<file path="src/hdl/crcpl_pkg.sv">
package crcpl_pkg;

  typedef enum logic [1:0] {
    PH_CMD  = 2'd0,
    PH_LEN  = 2'd1,
    PH_DATA = 2'd2,
    PH_CRC  = 2'd3
  } phase_t;

  typedef enum logic [1:0] {
    KIND_WRITE = 2'd0,
    KIND_REPLY = 2'd1,
    KIND_DONE  = 2'd2
  } result_kind_t;

  localparam logic [31:0] CRC_POLY  = 32'hEDB8_8320;
  localparam logic [31:0] CRC_INIT  = 32'hFFFF_FFFF;
  localparam logic [7:0]  CMD_LOAD  = 8'h4C;
  localparam logic [7:0]  CMD_DONE  = 8'h44;
  localparam logic [7:0]  REPLY_ACK = 8'h41;
  localparam logic [7:0]  REPLY_NAK = 8'h4E;

  localparam int unsigned RES_DEPTH = 3;
  localparam int unsigned RES_PTR_W = 2;
  localparam int unsigned RES_CNT_W = 2;

  typedef struct packed {
    result_kind_t kind;
    logic [31:0]  mem_address;
    logic [7:0]   mem_data;
    logic [7:0]   reply_byte;
    logic [31:0]  total_bytes;
  } result_t;

  function automatic logic [31:0] crc32_byte(logic [31:0] crc, logic [7:0] b);
    logic [31:0] c;
    c = crc ^ {24'd0, b};
    for (int k = 0; k < 8; k++) begin
      c = c[0] ? ((c >> 1) ^ CRC_POLY) : (c >> 1);
    end
    return c;
  endfunction

endpackage

</file>
<file path="src/hdl/crc_checked_packet_loader.sv">
// accepted items are registered, then any result is written to the result buffer
// throughput: one item per cycle if in_ready is high, set by crc update and phase step
// a three-entry result buffer keeps input flowing while out_ready is low
// reset (synchronous, rst_n low): base address, pointer, count and phase cleared,
// crc set to all ones, result buffer emptied
module crc_checked_packet_loader
  import crcpl_pkg::*;
#(
  parameter int unsigned ADDR_WIDTH = 32
) (
  input  logic        clk,
  input  logic        rst_n,
  input  logic        in_valid,
  output logic        in_ready,
  input  logic [7:0]  in_rx_byte,
  output logic        out_valid,
  input  logic        out_ready,
  output logic [1:0]  out_result_kind,
  output logic [31:0] out_mem_address,
  output logic [7:0]  out_mem_data,
  output logic [7:0]  out_reply_byte,
  output logic [31:0] out_total_bytes,
  input  logic        cfg_valid,
  output logic        cfg_ready,
  input  logic [31:0] cfg_base_address
);

  logic                  in_vld_r;
  logic [7:0]            in_byte_r;
  phase_t                phase_r, phase_nxt;
  logic [7:0]            len_r, len_nxt;
  logic [7:0]            offset_r, offset_nxt;
  logic [31:0]           crc_r, crc_nxt;
  logic [31:0]           crc_rcv_r, crc_rcv_nxt;
  logic [1:0]            crc_idx_r, crc_idx_nxt;
  logic [ADDR_WIDTH-1:0] wptr_r, wptr_nxt;
  logic [31:0]           count_r, count_nxt;
  logic [31:0]           base_r, base_nxt;
  logic [31:0]           crc_upd;
  logic [31:0]           crc_rcv_upd;
  logic [ADDR_WIDTH-1:0] addr;
  logic [63:0]           addr_ext;
  logic                  push;
  result_t               res;
  result_t               res_out;
  logic [RES_CNT_W-1:0]  fifo_level;
  logic [RES_CNT_W:0]    occupancy;

  assign occupancy = {1'b0, fifo_level} + {{RES_CNT_W{1'b0}}, in_vld_r};
  assign in_ready  = (occupancy < (RES_CNT_W + 1)'(RES_DEPTH));
  assign cfg_ready = 1'b1;

  assign crc_upd     = crc32_byte(crc_r, in_byte_r);
  assign crc_rcv_upd = crc_rcv_r | ({24'd0, in_byte_r} << {crc_idx_r, 3'b000});
  assign addr        = wptr_r + ADDR_WIDTH'(offset_r);
  assign addr_ext    = 64'(addr);

  always_comb begin
    phase_nxt   = phase_r;
    len_nxt     = len_r;
    offset_nxt  = offset_r;
    crc_nxt     = crc_r;
    crc_rcv_nxt = crc_rcv_r;
    crc_idx_nxt = crc_idx_r;
    wptr_nxt    = wptr_r;
    count_nxt   = count_r;
    base_nxt    = base_r;
    push        = 1'b0;
    res         = '0;
    if (in_vld_r) begin
      unique case (phase_r)
        PH_CMD: begin
          if (in_byte_r == CMD_LOAD) begin
            crc_nxt     = crc32_byte(CRC_INIT, in_byte_r);
            crc_rcv_nxt = '0;
            crc_idx_nxt = '0;
            offset_nxt  = '0;
            len_nxt     = '0;
            phase_nxt   = PH_LEN;
          end else if (in_byte_r == CMD_DONE) begin
            push            = 1'b1;
            res.kind        = KIND_DONE;
            res.total_bytes = count_r;
            wptr_nxt        = ADDR_WIDTH'(base_r);
            count_nxt       = '0;
          end
        end
        PH_LEN: begin
          crc_nxt    = crc_upd;
          len_nxt    = in_byte_r;
          offset_nxt = '0;
          phase_nxt  = (in_byte_r == 8'd0) ? PH_CRC : PH_DATA;
        end
        PH_DATA: begin
          crc_nxt         = crc_upd;
          push            = 1'b1;
          res.kind        = KIND_WRITE;
          res.mem_address = addr_ext[31:0];
          res.mem_data    = in_byte_r;
          offset_nxt      = offset_r + 8'd1;
          if ((offset_r + 8'd1) >= len_r) begin
            phase_nxt = PH_CRC;
          end
        end
        PH_CRC: begin
          crc_rcv_nxt = crc_rcv_upd;
          crc_idx_nxt = crc_idx_r + 2'd1;
          if (crc_idx_r == 2'd3) begin
            phase_nxt = PH_CMD;
            push      = 1'b1;
            res.kind  = KIND_REPLY;
            if (crc_rcv_upd == ~crc_r) begin
              wptr_nxt       = wptr_r + ADDR_WIDTH'(len_r);
              count_nxt      = count_r + 32'(len_r);
              res.reply_byte = REPLY_ACK;
            end else begin
              res.reply_byte = REPLY_NAK;
            end
            crc_rcv_nxt = '0;
            crc_nxt     = CRC_INIT;
          end
        end
        default: phase_nxt = PH_CMD;
      endcase
    end
    if (cfg_valid && cfg_ready) begin
      base_nxt  = cfg_base_address;
      wptr_nxt  = ADDR_WIDTH'(cfg_base_address);
      count_nxt = '0;
    end
  end

  always_ff @(posedge clk) begin
    if (!rst_n) begin
      in_vld_r  <= 1'b0;
      phase_r   <= PH_CMD;
      len_r     <= '0;
      offset_r  <= '0;
      crc_r     <= CRC_INIT;
      crc_rcv_r <= '0;
      crc_idx_r <= '0;
      wptr_r    <= '0;
      count_r   <= '0;
      base_r    <= '0;
    end else begin
      in_vld_r  <= in_valid && in_ready;
      phase_r   <= phase_nxt;
      len_r     <= len_nxt;
      offset_r  <= offset_nxt;
      crc_r     <= crc_nxt;
      crc_rcv_r <= crc_rcv_nxt;
      crc_idx_r <= crc_idx_nxt;
      wptr_r    <= wptr_nxt;
      count_r   <= count_nxt;
      base_r    <= base_nxt;
    end
  end

  always_ff @(posedge clk) begin
    if (in_valid && in_ready) begin
      in_byte_r <= in_rx_byte;
    end
  end

  crcpl_out_fifo u_out_fifo (
    .clk       (clk),
    .rst_n     (rst_n),
    .push      (push),
    .push_data (res),
    .level     (fifo_level),
    .out_valid (out_valid),
    .out_ready (out_ready),
    .out_data  (res_out)
  );

  assign out_result_kind = res_out.kind;
  assign out_mem_address = res_out.mem_address;
  assign out_mem_data    = res_out.mem_data;
  assign out_reply_byte  = res_out.reply_byte;
  assign out_total_bytes = res_out.total_bytes;

endmodule

</file>
<file path="src/hdl/crcpl_out_fifo.sv">
module crcpl_out_fifo
  import crcpl_pkg::*;
(
  input  logic                 clk,
  input  logic                 rst_n,
  input  logic                 push,
  input  result_t              push_data,
  output logic [RES_CNT_W-1:0] level,
  output logic                 out_valid,
  input  logic                 out_ready,
  output result_t              out_data
);

  result_t               mem_r [RES_DEPTH];
  logic [RES_PTR_W-1:0]  wr_ptr_r, wr_ptr_nxt;
  logic [RES_PTR_W-1:0]  rd_ptr_r, rd_ptr_nxt;
  logic [RES_CNT_W-1:0]  count_r, count_nxt;
  logic                  pop;

  assign out_valid = (count_r != '0);
  assign pop       = out_valid && out_ready;
  assign out_data  = mem_r[rd_ptr_r];
  assign level     = count_r;

  always_comb begin
    wr_ptr_nxt = wr_ptr_r;
    rd_ptr_nxt = rd_ptr_r;
    count_nxt  = count_r;
    if (push) begin
      wr_ptr_nxt = (wr_ptr_r == RES_PTR_W'(RES_DEPTH - 1)) ? '0 : wr_ptr_r + 1'b1;
    end
    if (pop) begin
      rd_ptr_nxt = (rd_ptr_r == RES_PTR_W'(RES_DEPTH - 1)) ? '0 : rd_ptr_r + 1'b1;
    end
    case ({push, pop})
      2'b10:   count_nxt = count_r + 1'b1;
      2'b01:   count_nxt = count_r - 1'b1;
      default: count_nxt = count_r;
    endcase
  end

  always_ff @(posedge clk) begin
    if (!rst_n) begin
      wr_ptr_r <= '0;
      rd_ptr_r <= '0;
      count_r  <= '0;
    end else begin
      wr_ptr_r <= wr_ptr_nxt;
      rd_ptr_r <= rd_ptr_nxt;
      count_r  <= count_nxt;
    end
  end

  always_ff @(posedge clk) begin
    if (push) begin
      mem_r[wr_ptr_r] <= push_data;
    end
  end

`ifndef SYNTHESIS
  a_no_push_full: assert property (@(posedge clk) disable iff (!rst_n)
    push |-> (count_r < RES_CNT_W'(RES_DEPTH)))
    else $error("result push into full buffer");

  a_count_range: assert property (@(posedge clk) disable iff (!rst_n)
    count_r <= RES_CNT_W'(RES_DEPTH))
    else $error("result buffer count out of range");

  a_pop_only: assert property (@(posedge clk) disable iff (!rst_n)
    (pop && !push) |=> (count_r == $past(count_r) - 1'b1))
    else $error("result buffer count wrong after pop");

  a_push_only: assert property (@(posedge clk) disable iff (!rst_n)
    (push && !pop) |=> (count_r == $past(count_r) + 1'b1))
    else $error("result buffer count wrong after push");
`endif

endmodule
</file>
<file path="config.mk">
export PLATFORM = sky130hd
export DESIGN_NAME = crc_checked_packet_loader
export DESIGN_NICKNAME = d
export VERILOG_FILES = /design/src/hdl/crcpl_pkg.sv /design/src/hdl/crc_checked_packet_loader.sv /design/src/hdl/crcpl_out_fifo.sv
export SDC_FILE = /design/constraint.sdc
export NUM_CORES = 1
export LEC_CHECK = 0
export ABC_AREA = 1
export BUFFER_PORTS_ARGS = -buffer_cell sky130_fd_sc_hd__buf_2
export CORE_AREA = 2 2 296 181
export CTS_CLUSTER_DIAMETER = 80
export DETAILED_ROUTE_END_ITERATION = 10
export DIE_AREA = 0 0 298 183
export SLEW_MARGIN = 0
export SYNTH_ARGS = -nofsm -noshare
export SYNTH_HDL_FRONTEND = slang
export SYNTH_HIERARCHICAL = 1
export SYNTH_SLANG_ARGS = --single-unit
</file>
<file path="constraint.sdc">
create_clock -name clk -period 9.1 [get_ports clk]
set_input_delay 1.82 -clock clk [delete_from_list [all_inputs] [get_ports clk]]
set_output_delay 1.82 -clock clk [all_outputs]
set_load 0.05 [all_outputs]
</file>
Word-level counts from Yosys, hierarchy flattened
Memories as Yosys holds them, arrays and structs flattened. A register that Yosys moved wholly into a read port is not among the register bits.
Index checks and enable logic that the tools add are counted.
- register bits after elaboration: 195
- memory bits (writable): 246
- input port bits: 45
- output and inout port bits: 85
- word-level logic and storage cells: 158
- memories kept: 1
- add/sub/neg operators: 10
- order comparisons: 2
- eq/ne operators: 21
- shift operators: 1
- muxes and demuxes: 68
- bitwise operators: 21
- reductions and logical operators: 20
- memory list (name ; depth ; bits a word ; rd ports ; clocked after Yosys merged registers in ; wr ports ; line ; text):
    u_out_fifo.mem_r ; 3 ; 82 ; 1 ; 1 ; 1 ; crcpl_out_fifo.sv:14 ; result_t mem_r [RES_DEPTH];
- operator list (cell ; count):
    $mux 32 ; 33
    $not 13->14 ; 16
    $pmux 32 s2 ; 3
    $add 32x8->32 ; 3
    $pmux 32 s3 ; 1
    $mux 82 ; 1
    $mux 40 ; 1
    $eq 32x32->1 ; 1
    $not 32->32 ; 1
    $not 8->32 ; 1
    $or 32x32->32 ; 1
    $shl 8x5->32 ; 1
    $xor 32x8->32 ; 1
    $pmux 8 s3 ; 1
    $mux 2 ; 10
    $eq 8x7->1 const B ; 2
    $pmux 8 s2 ; 1
    $mux 7 ; 2
    $eq 2x2->1 const B ; 6
    $ne 2x2->1 const B ; 6
    $ne 3x3->1 const B ; 4
    $pmux 2 s2 ; 3
    $reduce_and 3->1 ; 4
    $reduce_and 6->1 ; 2
    20 further kinds ; 38

Depth between registers and ports, before layout
Gate-level depths: netlist of the first run.
- depth in word-level cells: 19
- gate-level depth with buffers: 19
- mapped depth without buffers: 17

Cells and area by module
Netlist of the first run, hierarchy kept.
- by module, submodules not included (module ; instances ; cells an instance ; area each (um^2) ; seq. area each (um^2)):
    crc_checked_packet_loader ; 1 ; 2166 ; 13716.9 ; 3863.7
    crcpl_out_fifo ; 1 ; 659 ; 9434.0 ; 7547.2

Worst setup path before layout of the first run
No wires, ideal clock.
- path type: flip-flop to flip-flop
- from: reg in_byte_r[5]
- to: mem u_out_fifo/mem_r[2][0] (netlist name) (enable)
- library setup time: 623 ps
- arrival time: 7341 ps
- required time: 8477 ps
- path slack: 1136 ps
- cell stages (with the launch flop): 12
- path buffers: 1
- clock period less this slack: 7964 ps
- cells stage by stage: edfxtp_1 buf_2 inv_1 ha_1 nand2_1 nor2_1 nand3_1 inv_1 nand3_1 a311oi_1 inv_1 nor3_1
- longest elaborated chain between the ends: 7
- elaborated cells on any way between the ends: 8
- classes of those cells: eq/ne (2); mux (6)
- RTL lines (element ; line ; text):
    from (decl) ; crc_checked_packet_loader.sv:29 ; logic [7:0] in_byte_r;
    from (signal assigned) ; crc_checked_packet_loader.sv:161 ; in_byte_r <= in_rx_byte;
    $eq 8x7->1 ; crc_checked_packet_loader.sv:80 ; end else if (in_byte_r == CMD_DONE) begin
    $mux 1 ; crc_checked_packet_loader.sv:80 ;
    $mux 1 * ; crc_checked_packet_loader.sv:73 ; if (in_byte_r == CMD_LOAD) begin
    $pmux 1 s3 * ; crc_checked_packet_loader.sv:71 ; unique case (phase_r)
    $mux 1 * ; crc_checked_packet_loader.sv:70 ; if (in_vld_r) begin
    net push ; crc_checked_packet_loader.sv:43 ; logic push;
    $mux 1 * ; crcpl_out_fifo.sv:55 ; if (push) begin
    $mux 1 (not written as such) * ; crcpl_out_fifo.sv:56 ; mem_r[wr_ptr_r] <= push_data;
    to (decl) ; crcpl_out_fifo.sv:14 ;
The timed path passes the listed nets; every way through them passes the cells marked *.

==> flow_summary.toml, run 1 <==
[floorplan]
core-area_mm2 = 0.0519
die_x_um = 298
dieArea_mm2 = 0.0545
io_pins = 130
core.rowCount = 65
die_y_um = 183
initial_core_util = 0.446

[worst_setup_path]
startpoint_type = "register"
crit_arrival_ns = 2.86
crit_type = "reg2out"
critPathRequiredTime_ns = 7.28
worst-path-max-fanout = 83
endpoint_kind = "output port"

[grt]
grt_use_total = 0.269
antenna_found_initial = 1
grt_pass1_vias = 18100
grt_pass1_wl_mm = 112
grt_max_degree = 84
grt.overflow.total = 0

[cells_and_area]
fin_nets = 2997
drive_gt1_frac = 0.0919
fillers = 4987
multi_input_area_mm2 = 0.00992
regArea_mm2 = 0.0114
area_growth_pct = 10.4
antenna_cells = 0
final_area_mm2 = 0.0256

[yosys]
synth_flop_cell = "edfxtp_1"
synth_edf_count = 254
synth-xor-area-share = 0.0346
ys_seq_area_frac = 0.493
ys_types = 55
synth_compound_area_frac = 0.154
synth_mux_area_frac = 0
synth_cells = 2825
synthSimpleGateAreaFrac = 0.210
syn_avg_cell_area_um2 = 8.20
synth_area_leaders = "edfxtp_1 (33%), dfxtp_1 (16%), nand2_1 (10%)"
yosysTopAreaCell = "edfxtp_1"
netlist.area_leader.share = 0.329
synth-async-reset-ratio = 0
postSynthRegisterBits = 443
synth_top_family_by_area = "simple AND/OR/NAND/NOR gates"
syn_area_mm2 = 0.0232
synthAdderAreaFrac = 0.0275
ys_warn_count = 6

[routing]
ant_nets = 0
routedWlPerCell_um = 20.6
vias_per_cell = 5.55
routed_wl_mm = 74.9
drtPass1Iterations = 6
drc = 0
vias = 20200
first_iter_violations = 2239

[clocking]
cts_hold_buffers = 0
htree_num_levels = 2
cts_sinks = 443
numCtsBuffers = 44
clk_latency_ns = 0.58
clk_pin_slew_ns = 0.06
cts_resized = 0
cts_tree = "built"
ctsRootBufferMaster = "clkbuf_16"
clockBufferDepth = 3
cts_setup_buffers = 0

[sta]
worstMarginPinSlew_ns = 1.25
relSlewSlack = 0.163
hold_viol = 0
clock.fmax_mhz = 214
setup_tns_ns = 0
fin_crit_sh = 0.514
rsz0062_at_grt = "false"
period_needed_ns = 4.68
finalMaxSlewViolations = 0
fin_skew_ns = 0.0194
setup_viol = 0

[pwr]
pwr_density_cell_mw_per_mm2 = 163
ir_drop_mv = 0.120
p_leak_uw = 0.0104

[placement]
gp_congestion = 0.945
placed_cell_area_mm2 = 0.0242
hpwl_mm = 53.3
io_buffer_count = 128

[status]
status = "completed"

[job]
maxCapViolCount = 0

[min_path]
hp-class = "reg2reg"
[kinds of logic after synthesis]
group                      count (synthesis)
and+or+nand+nor                         1178
AOI/OAI and AO/OA                        645
DFF                                      443
buffers and inverters                    423
xor gates and xnor gates                  85
adders and majority gates                 49
other                                      2
[power breakdown]
part / leakage, uW / switching [uW] / internal, uW
clock: 0.000675 / 806 / 975
combinational: 0.00591 / 179 / 73.6
sequential: 0.00377 / 21.7 / 2110
[registers in the layout, indices dropped and copies added, names as in the netlist, named ones only]
signal	flops
u_out_fifo/rd_ptr_r	2
wptr_r	32
crc_r	32
count_r	32
len_r	8
in_vld_r	1
crc_rcv_r	32
offset_r	8
in_byte_r	8
phase_r	2
u_out_fifo/level	2
crc_idx_r	2
u_out_fifo/mem_r	246
base_r	32
u_out_fifo/wr_ptr_r	2
[cells in the final DEF (no fill, tap or decap), types with 7 or more instances in the layout]
cell,instances
a211oi_1,39
xnor2_1,18
edfxtp_1,254
clkbuf_16,44
inv_2,8
buf_2,128
a21oi_1,385
clkbuf_1,8
nand3_1,154
o22ai_1,23
dfxtp_1,187
nor2_1,277
nand4_1,30
inv_1,276
nand2_1,645
conb_1,10
o221ai_1,9
o21ai_0,121
clkinv_1,10
ha_1,46
buf_4,29
clkinv_2,10
o211ai_1,44
nand3_2,7
xor2_1,61
nor3_1,35
[routing by layer]
| metal | up-vias | share of wire | global-route usage |
|---|---|---|---|
| met5 | - | 0 | 0 |
| met4 | 0 | 0.011 | 0.0376 |
| li1 | 9674 | - | - |
| met1 | 9600 | 0.50 | 0.441 |
| met3 | 58 | 0.12 | 0.0860 |
| met2 | 863 | 0.37 | 0.339 |
[worst max-delay path, stage by stage, from the launching register on]
cell and delay, ns:
dfxtp_4 0.60, inv_2 0.12, buf_4 0.78, nor2_1 0.08, a21oi_1 0.32, buf_2 0.33
[layout make-up]
type                    instances  share of cell area
clock buffers                  54              0.0453
multi-input cells            1967               0.388
inverters                     290              0.0430
flip-flops and latches        443               0.447
repair buffers                157              0.0336
well taps                     703              0.0344
clock inverters                28             0.00905
[cells in the mapped netlist, types with 23 or more instances]
cell and number:
nand2_1 645, a21oi_1 385, inv_1 279, nor2_1 278, edfxtp_1 254, dfxtp_1 189, nand3_1 154, o21ai_0 122
xor2_1 61, clkbuf_1 59, ha_1 46, o211ai_1 44, a211oi_1 39, nor3_1 36, buf_2 31, nand4_1 30
o22ai_1 23
[metrics by stage]
stage	util	std cells	power, uW	hold WS [ns]	setup WS (ns)
floorplan	-	2833	2350	0.438	1.14
global placement	0.466	3560	2420	0.447	4.37
detailed placement	0.466	3560	2420	0.452	4.34
CTS	0.493	3642	4200	0.462	4.28
global route	0.493	3642	4320	0.483	4.16
finish	0.493	3642	4170	0.462	4.42
[path summary, 6_finish.rpt]
kind / end / slack [ns] / cells past startpoint / start
setup / recovery: out_result_kind[1] / 4.42 / 5 / register
hold / removal: base_r[1]$_SDFFE_PN0P_ / 0.46 / 2 / base_r[1]$_SDFFE_PN0P_
setup reg to reg: count_r[24]$_SDFFE_PP0P_ / 4.78 / 13 / crc_idx_r[1]$_SDFFE_PN0P_
hold reg to reg: base_r[1]$_SDFFE_PN0P_ / 0.46 / 2 / base_r[1]$_SDFFE_PN0P_
Power figures use the tool's default switching activity.
==> inputs of run 2 (changes only) <==
--- a/config.mk
+++ b/config.mk
@@ -5,12 +5,12 @@
 export SDC_FILE = /design/constraint.sdc
 export NUM_CORES = 1
 export LEC_CHECK = 0
-export ABC_AREA = 1
+export ABC_AREA = 0
 export BUFFER_PORTS_ARGS = -buffer_cell sky130_fd_sc_hd__buf_2
-export CORE_AREA = 2 2 296 181
+export CORE_AREA = 2 2 291 178
 export CTS_CLUSTER_DIAMETER = 80
 export DETAILED_ROUTE_END_ITERATION = 10
-export DIE_AREA = 0 0 298 183
+export DIE_AREA = 0 0 293 180
 export SLEW_MARGIN = 0
 export SYNTH_ARGS = -nofsm -noshare
 export SYNTH_HDL_FRONTEND = slang
==> constraint.sdc (replaced) <==
create_clock -name clk -period 4.25 [get_ports clk]
set_input_delay 0.85 -clock clk [delete_from_list [all_inputs] [get_ports clk]]
set_output_delay 0.85 -clock clk [all_outputs]
set_load 0.05 [all_outputs]
==> run 2 against run 1 <==
  * Die area shrank 3.3%
  * Clock power grew 130%
  * Routed wire length shrank 6.2%
  * Highest routed layer unchanged
  * Critical path type is now reg2reg
==> flow_summary.toml, run 2 <==
[yosys]
postSynthRegisterBits = 443
synth_compound_area_frac = 0.142
syn_avg_cell_area_um2 = 10.0
syn_area_mm2 = 0.0223
synth-async-reset-ratio = 0
synthSimpleGateAreaFrac = 0.164
synthAdderAreaFrac = 0.0285
ys_warn_count = 6
netlist.area_leader.share = 0.342
ys_seq_area_frac = 0.512
synth_flop_cell = "edfxtp_1"
synth_mux_area_frac = 0.0580
synth_area_leaders = "edfxtp_1 (34%), dfxtp_1 (17%), mux2i_1 (5.7%)"
synth_common_cells = "edfxtp_1 (254), nand2_1 (233), dfxtp_1 (189)"
yosys.cell_count.top_type = "edfxtp_1"
ys_types = 81
synth_top_family_by_area = "simple AND/OR/NAND/NOR gates"
synth-xor-area-share = 0.0601
yosysTopAreaCell = "edfxtp_1"
synth_edf_count = 254
synth_cells = 2226

[cells_and_area]
drive_gt1_frac = 0.141
area_growth_pct = 14.4
multi_input_area_mm2 = 0.0102
final_cell_mix = "edfxtp_1 (254), nand2_1 (233), dfxtp_1 (187), nor2_1 (171), a21oi_1 (156)"
fin_nets = 2441
fillers = 4561
mostFrequentLayoutCell = "edfxtp_1"
regMostFlops = "u_out_fifo/mem_r"
largest_reg_flops = 246
regArea_mm2 = 0.0114
post-route-util = 0.508

[clocking]
htree_num_levels = 2
numCtsBuffers = 45
cts_setup_buffers = 0
cts_sinks = 443
cts_resized = 0
cts_tree = "built"
clockBufferDepth = 3
clk_latency_ns = 0.56
cts_hold_buffers = 0
ctsRootBufferMaster = "clkbuf_16"
clk_pin_slew_ns = 0.06

[worst_setup_path]
r2r-start = "crc_idx_r[0]$_SDFFE_PN0P_"
crit_family = "simple AND/OR/NAND/NOR gates"
max_stage_delay_ns = 0.70
worst-path-max-fanout = 14
rr_endpoint = "count_r[18]$_SDFFE_PP0P_"
endpoint_kind = "register"
cp_slowest_cell = "dfxtp_1"
path_common_cell = "buf_4"
crit_arrival_ns = 4.19
crit_buf_inv = 3
crit_cells = 11
crit_type = "reg2reg"
reg2reg_slack_ns = 0.46
crit_chain = "buf_4, and3b_1, o21ai_0, nand3_1, or4_1, or4_4, or3_1, buf_4, buf_4, o2111ai_1, o31ai_1"
critPathRequiredTime_ns = 4.65
ff2ff_path_depth = 11
startpoint_type = "register"

[placement]
hpwl_mm = 50.4
gp_congestion = 0.941
place_ws_ns = 0.495
io_buffer_count = 128

[routing]
routedWlPerCell_um = 23.1
drtPass1Iterations = 7
routed_wl_mm = 70.3
vias_per_cell = 5.83
vias = 17800
drc = 0
ant_nets = 0
first_iter_violations = 1741

[sta]
fin_crit_sh = 0.892
setup_tns_ns = 0
fin_skew_ns = 0.0153
whs_ns = 0.461
finalMaxSlewViolations = 0
setup_viol = 0
rsz0062_at_grt = "false"
clock.fmax_mhz = 264
hold_viol = 0
worstMarginPinSlew_ns = 1.01
relSlewSlack = 0.321
fin_ws_ns = 0.459
period_needed_ns = 3.79

[min_path]
min_from = "in_rx_byte[1]"
hold_depth = 1
worstHoldEndpoint = "in_byte_r[1]$_DFFE_PP_"
hp-class = "in2reg"

[pwr]
ir_drop_mv = 0.268
pwr_density_cell_mw_per_mm2 = 362
p_leak_uw = 0.00964
power_uw = 9240

[grt]
grt_pass1_wl_mm = 106
grt.overflow.total = 0
antenna_found_initial = 3
grt_pass1_vias = 16400
grt_max_degree = 165
grt_use_total = 0.263

[floorplan]
initial_core_util = 0.444
core.rowCount = 64
die_x_um = 293
die_y_um = 180
dieArea_mm2 = 0.0527
core-area_mm2 = 0.0502
io_pins = 130

[job]
maxCapViolCount = 0

[status]
status = "completed"
run 2: cell types whose count changed after synthesis, moves of 33 or more:
cell	delta
o211ai_1	-33
nand2_1	-412
and2_1	+42
mux2i_1	+127
xnor2_1	+84
o21ai_0	-71
nor2_1	-105
a21oi_1	-229
clkbuf_1	+51
nand3_1	-81
inv_1	-240
o21ai_1	+86
run 2: worst max-delay path by stage:
stage | from | end | slack [ns]
after floorplan | in_byte_r[5]$_DFFE_PP_ | u_out_fifo/mem_r[0][0]$_DFFE_PP_ | 0.03
after global placement | crc_idx_r[0]$_SDFFE_PN0P_ | count_r[15]$_SDFFE_PP0P_ | 0.48
after detailed placement | crc_idx_r[0]$_SDFFE_PN0P_ | wptr_r[22]$_SDFFE_PN0P_ | 0.49
after CTS | crc_idx_r[0]$_SDFFE_PN0P_ | count_r[18]$_SDFFE_PP0P_ | 0.49
after global routing | crc_idx_r[0]$_SDFFE_PN0P_ | count_r[13]$_SDFFE_PP0P_ | 0.32
final | crc_idx_r[0]$_SDFFE_PN0P_ | count_r[18]$_SDFFE_PP0P_ | 0.46
run 2: metal layers:
metal | vias to the layer above | track usage | part of all wire
met2 | 756 | 0.335 | 0.38
met4 | 0 | 0.0550 | 0.018
met3 | 73 | 0.0764 | 0.11
li1 | 8336 | - | -
met5 | - | 0.00542 | 0
met1 | 8596 | 0.427 | 0.50
run 2: logic make-up (layout without fill, tap and decap cells):
logic type      Yosys count  in the layout
simple gates            751            751
compound gates          506            506
flops                   443            443
buf+inv                 196            345
xor+xnor                150            150
mux                     129            129
fa+ha+maj                49             49
other cells               2             15
run 2: where the power goes:
part | internal [uW] | leakage (uW) | switching, uW
registers | 4530 | 0.00425 | 61.7
logic | 232 | 0.00466 | 344
clock network | 2390 | 0.000730 | 1690
total | 7150 | 0.00964 | 2090
run 2: final cells by class:
type                            count  share of cell area
Multi-Input combinational cell   1595               0.399
Clock buffer                       64              0.0497
Timing Repair Buffer              221              0.0564
Sequential cell                   443               0.447
Clock inverter                     19             0.00897
Inverter                           41             0.00603
Tap cell                          660              0.0324
Antenna cell                        5            0.000490
run 2: through the flow:
stage | cell area [um^2] | std cells
after floorplan | 22400 | 2234
after global placement | 24000 | 2960
after detailed placement | 24000 | 2960
after CTS | 25500 | 3043
after global routing | 25500 | 3045
final | 25500 | 3048
run 2: worst register-to-register path, delay by kind of cell, from the launching register on:
kind                   cells  cell delay (ns)
AO/OA/AOI/OAI              3             0.54
buffers and inverters      3             0.67
flip-flops                 1             0.70
AND/OR/NAND/NOR            5             1.72
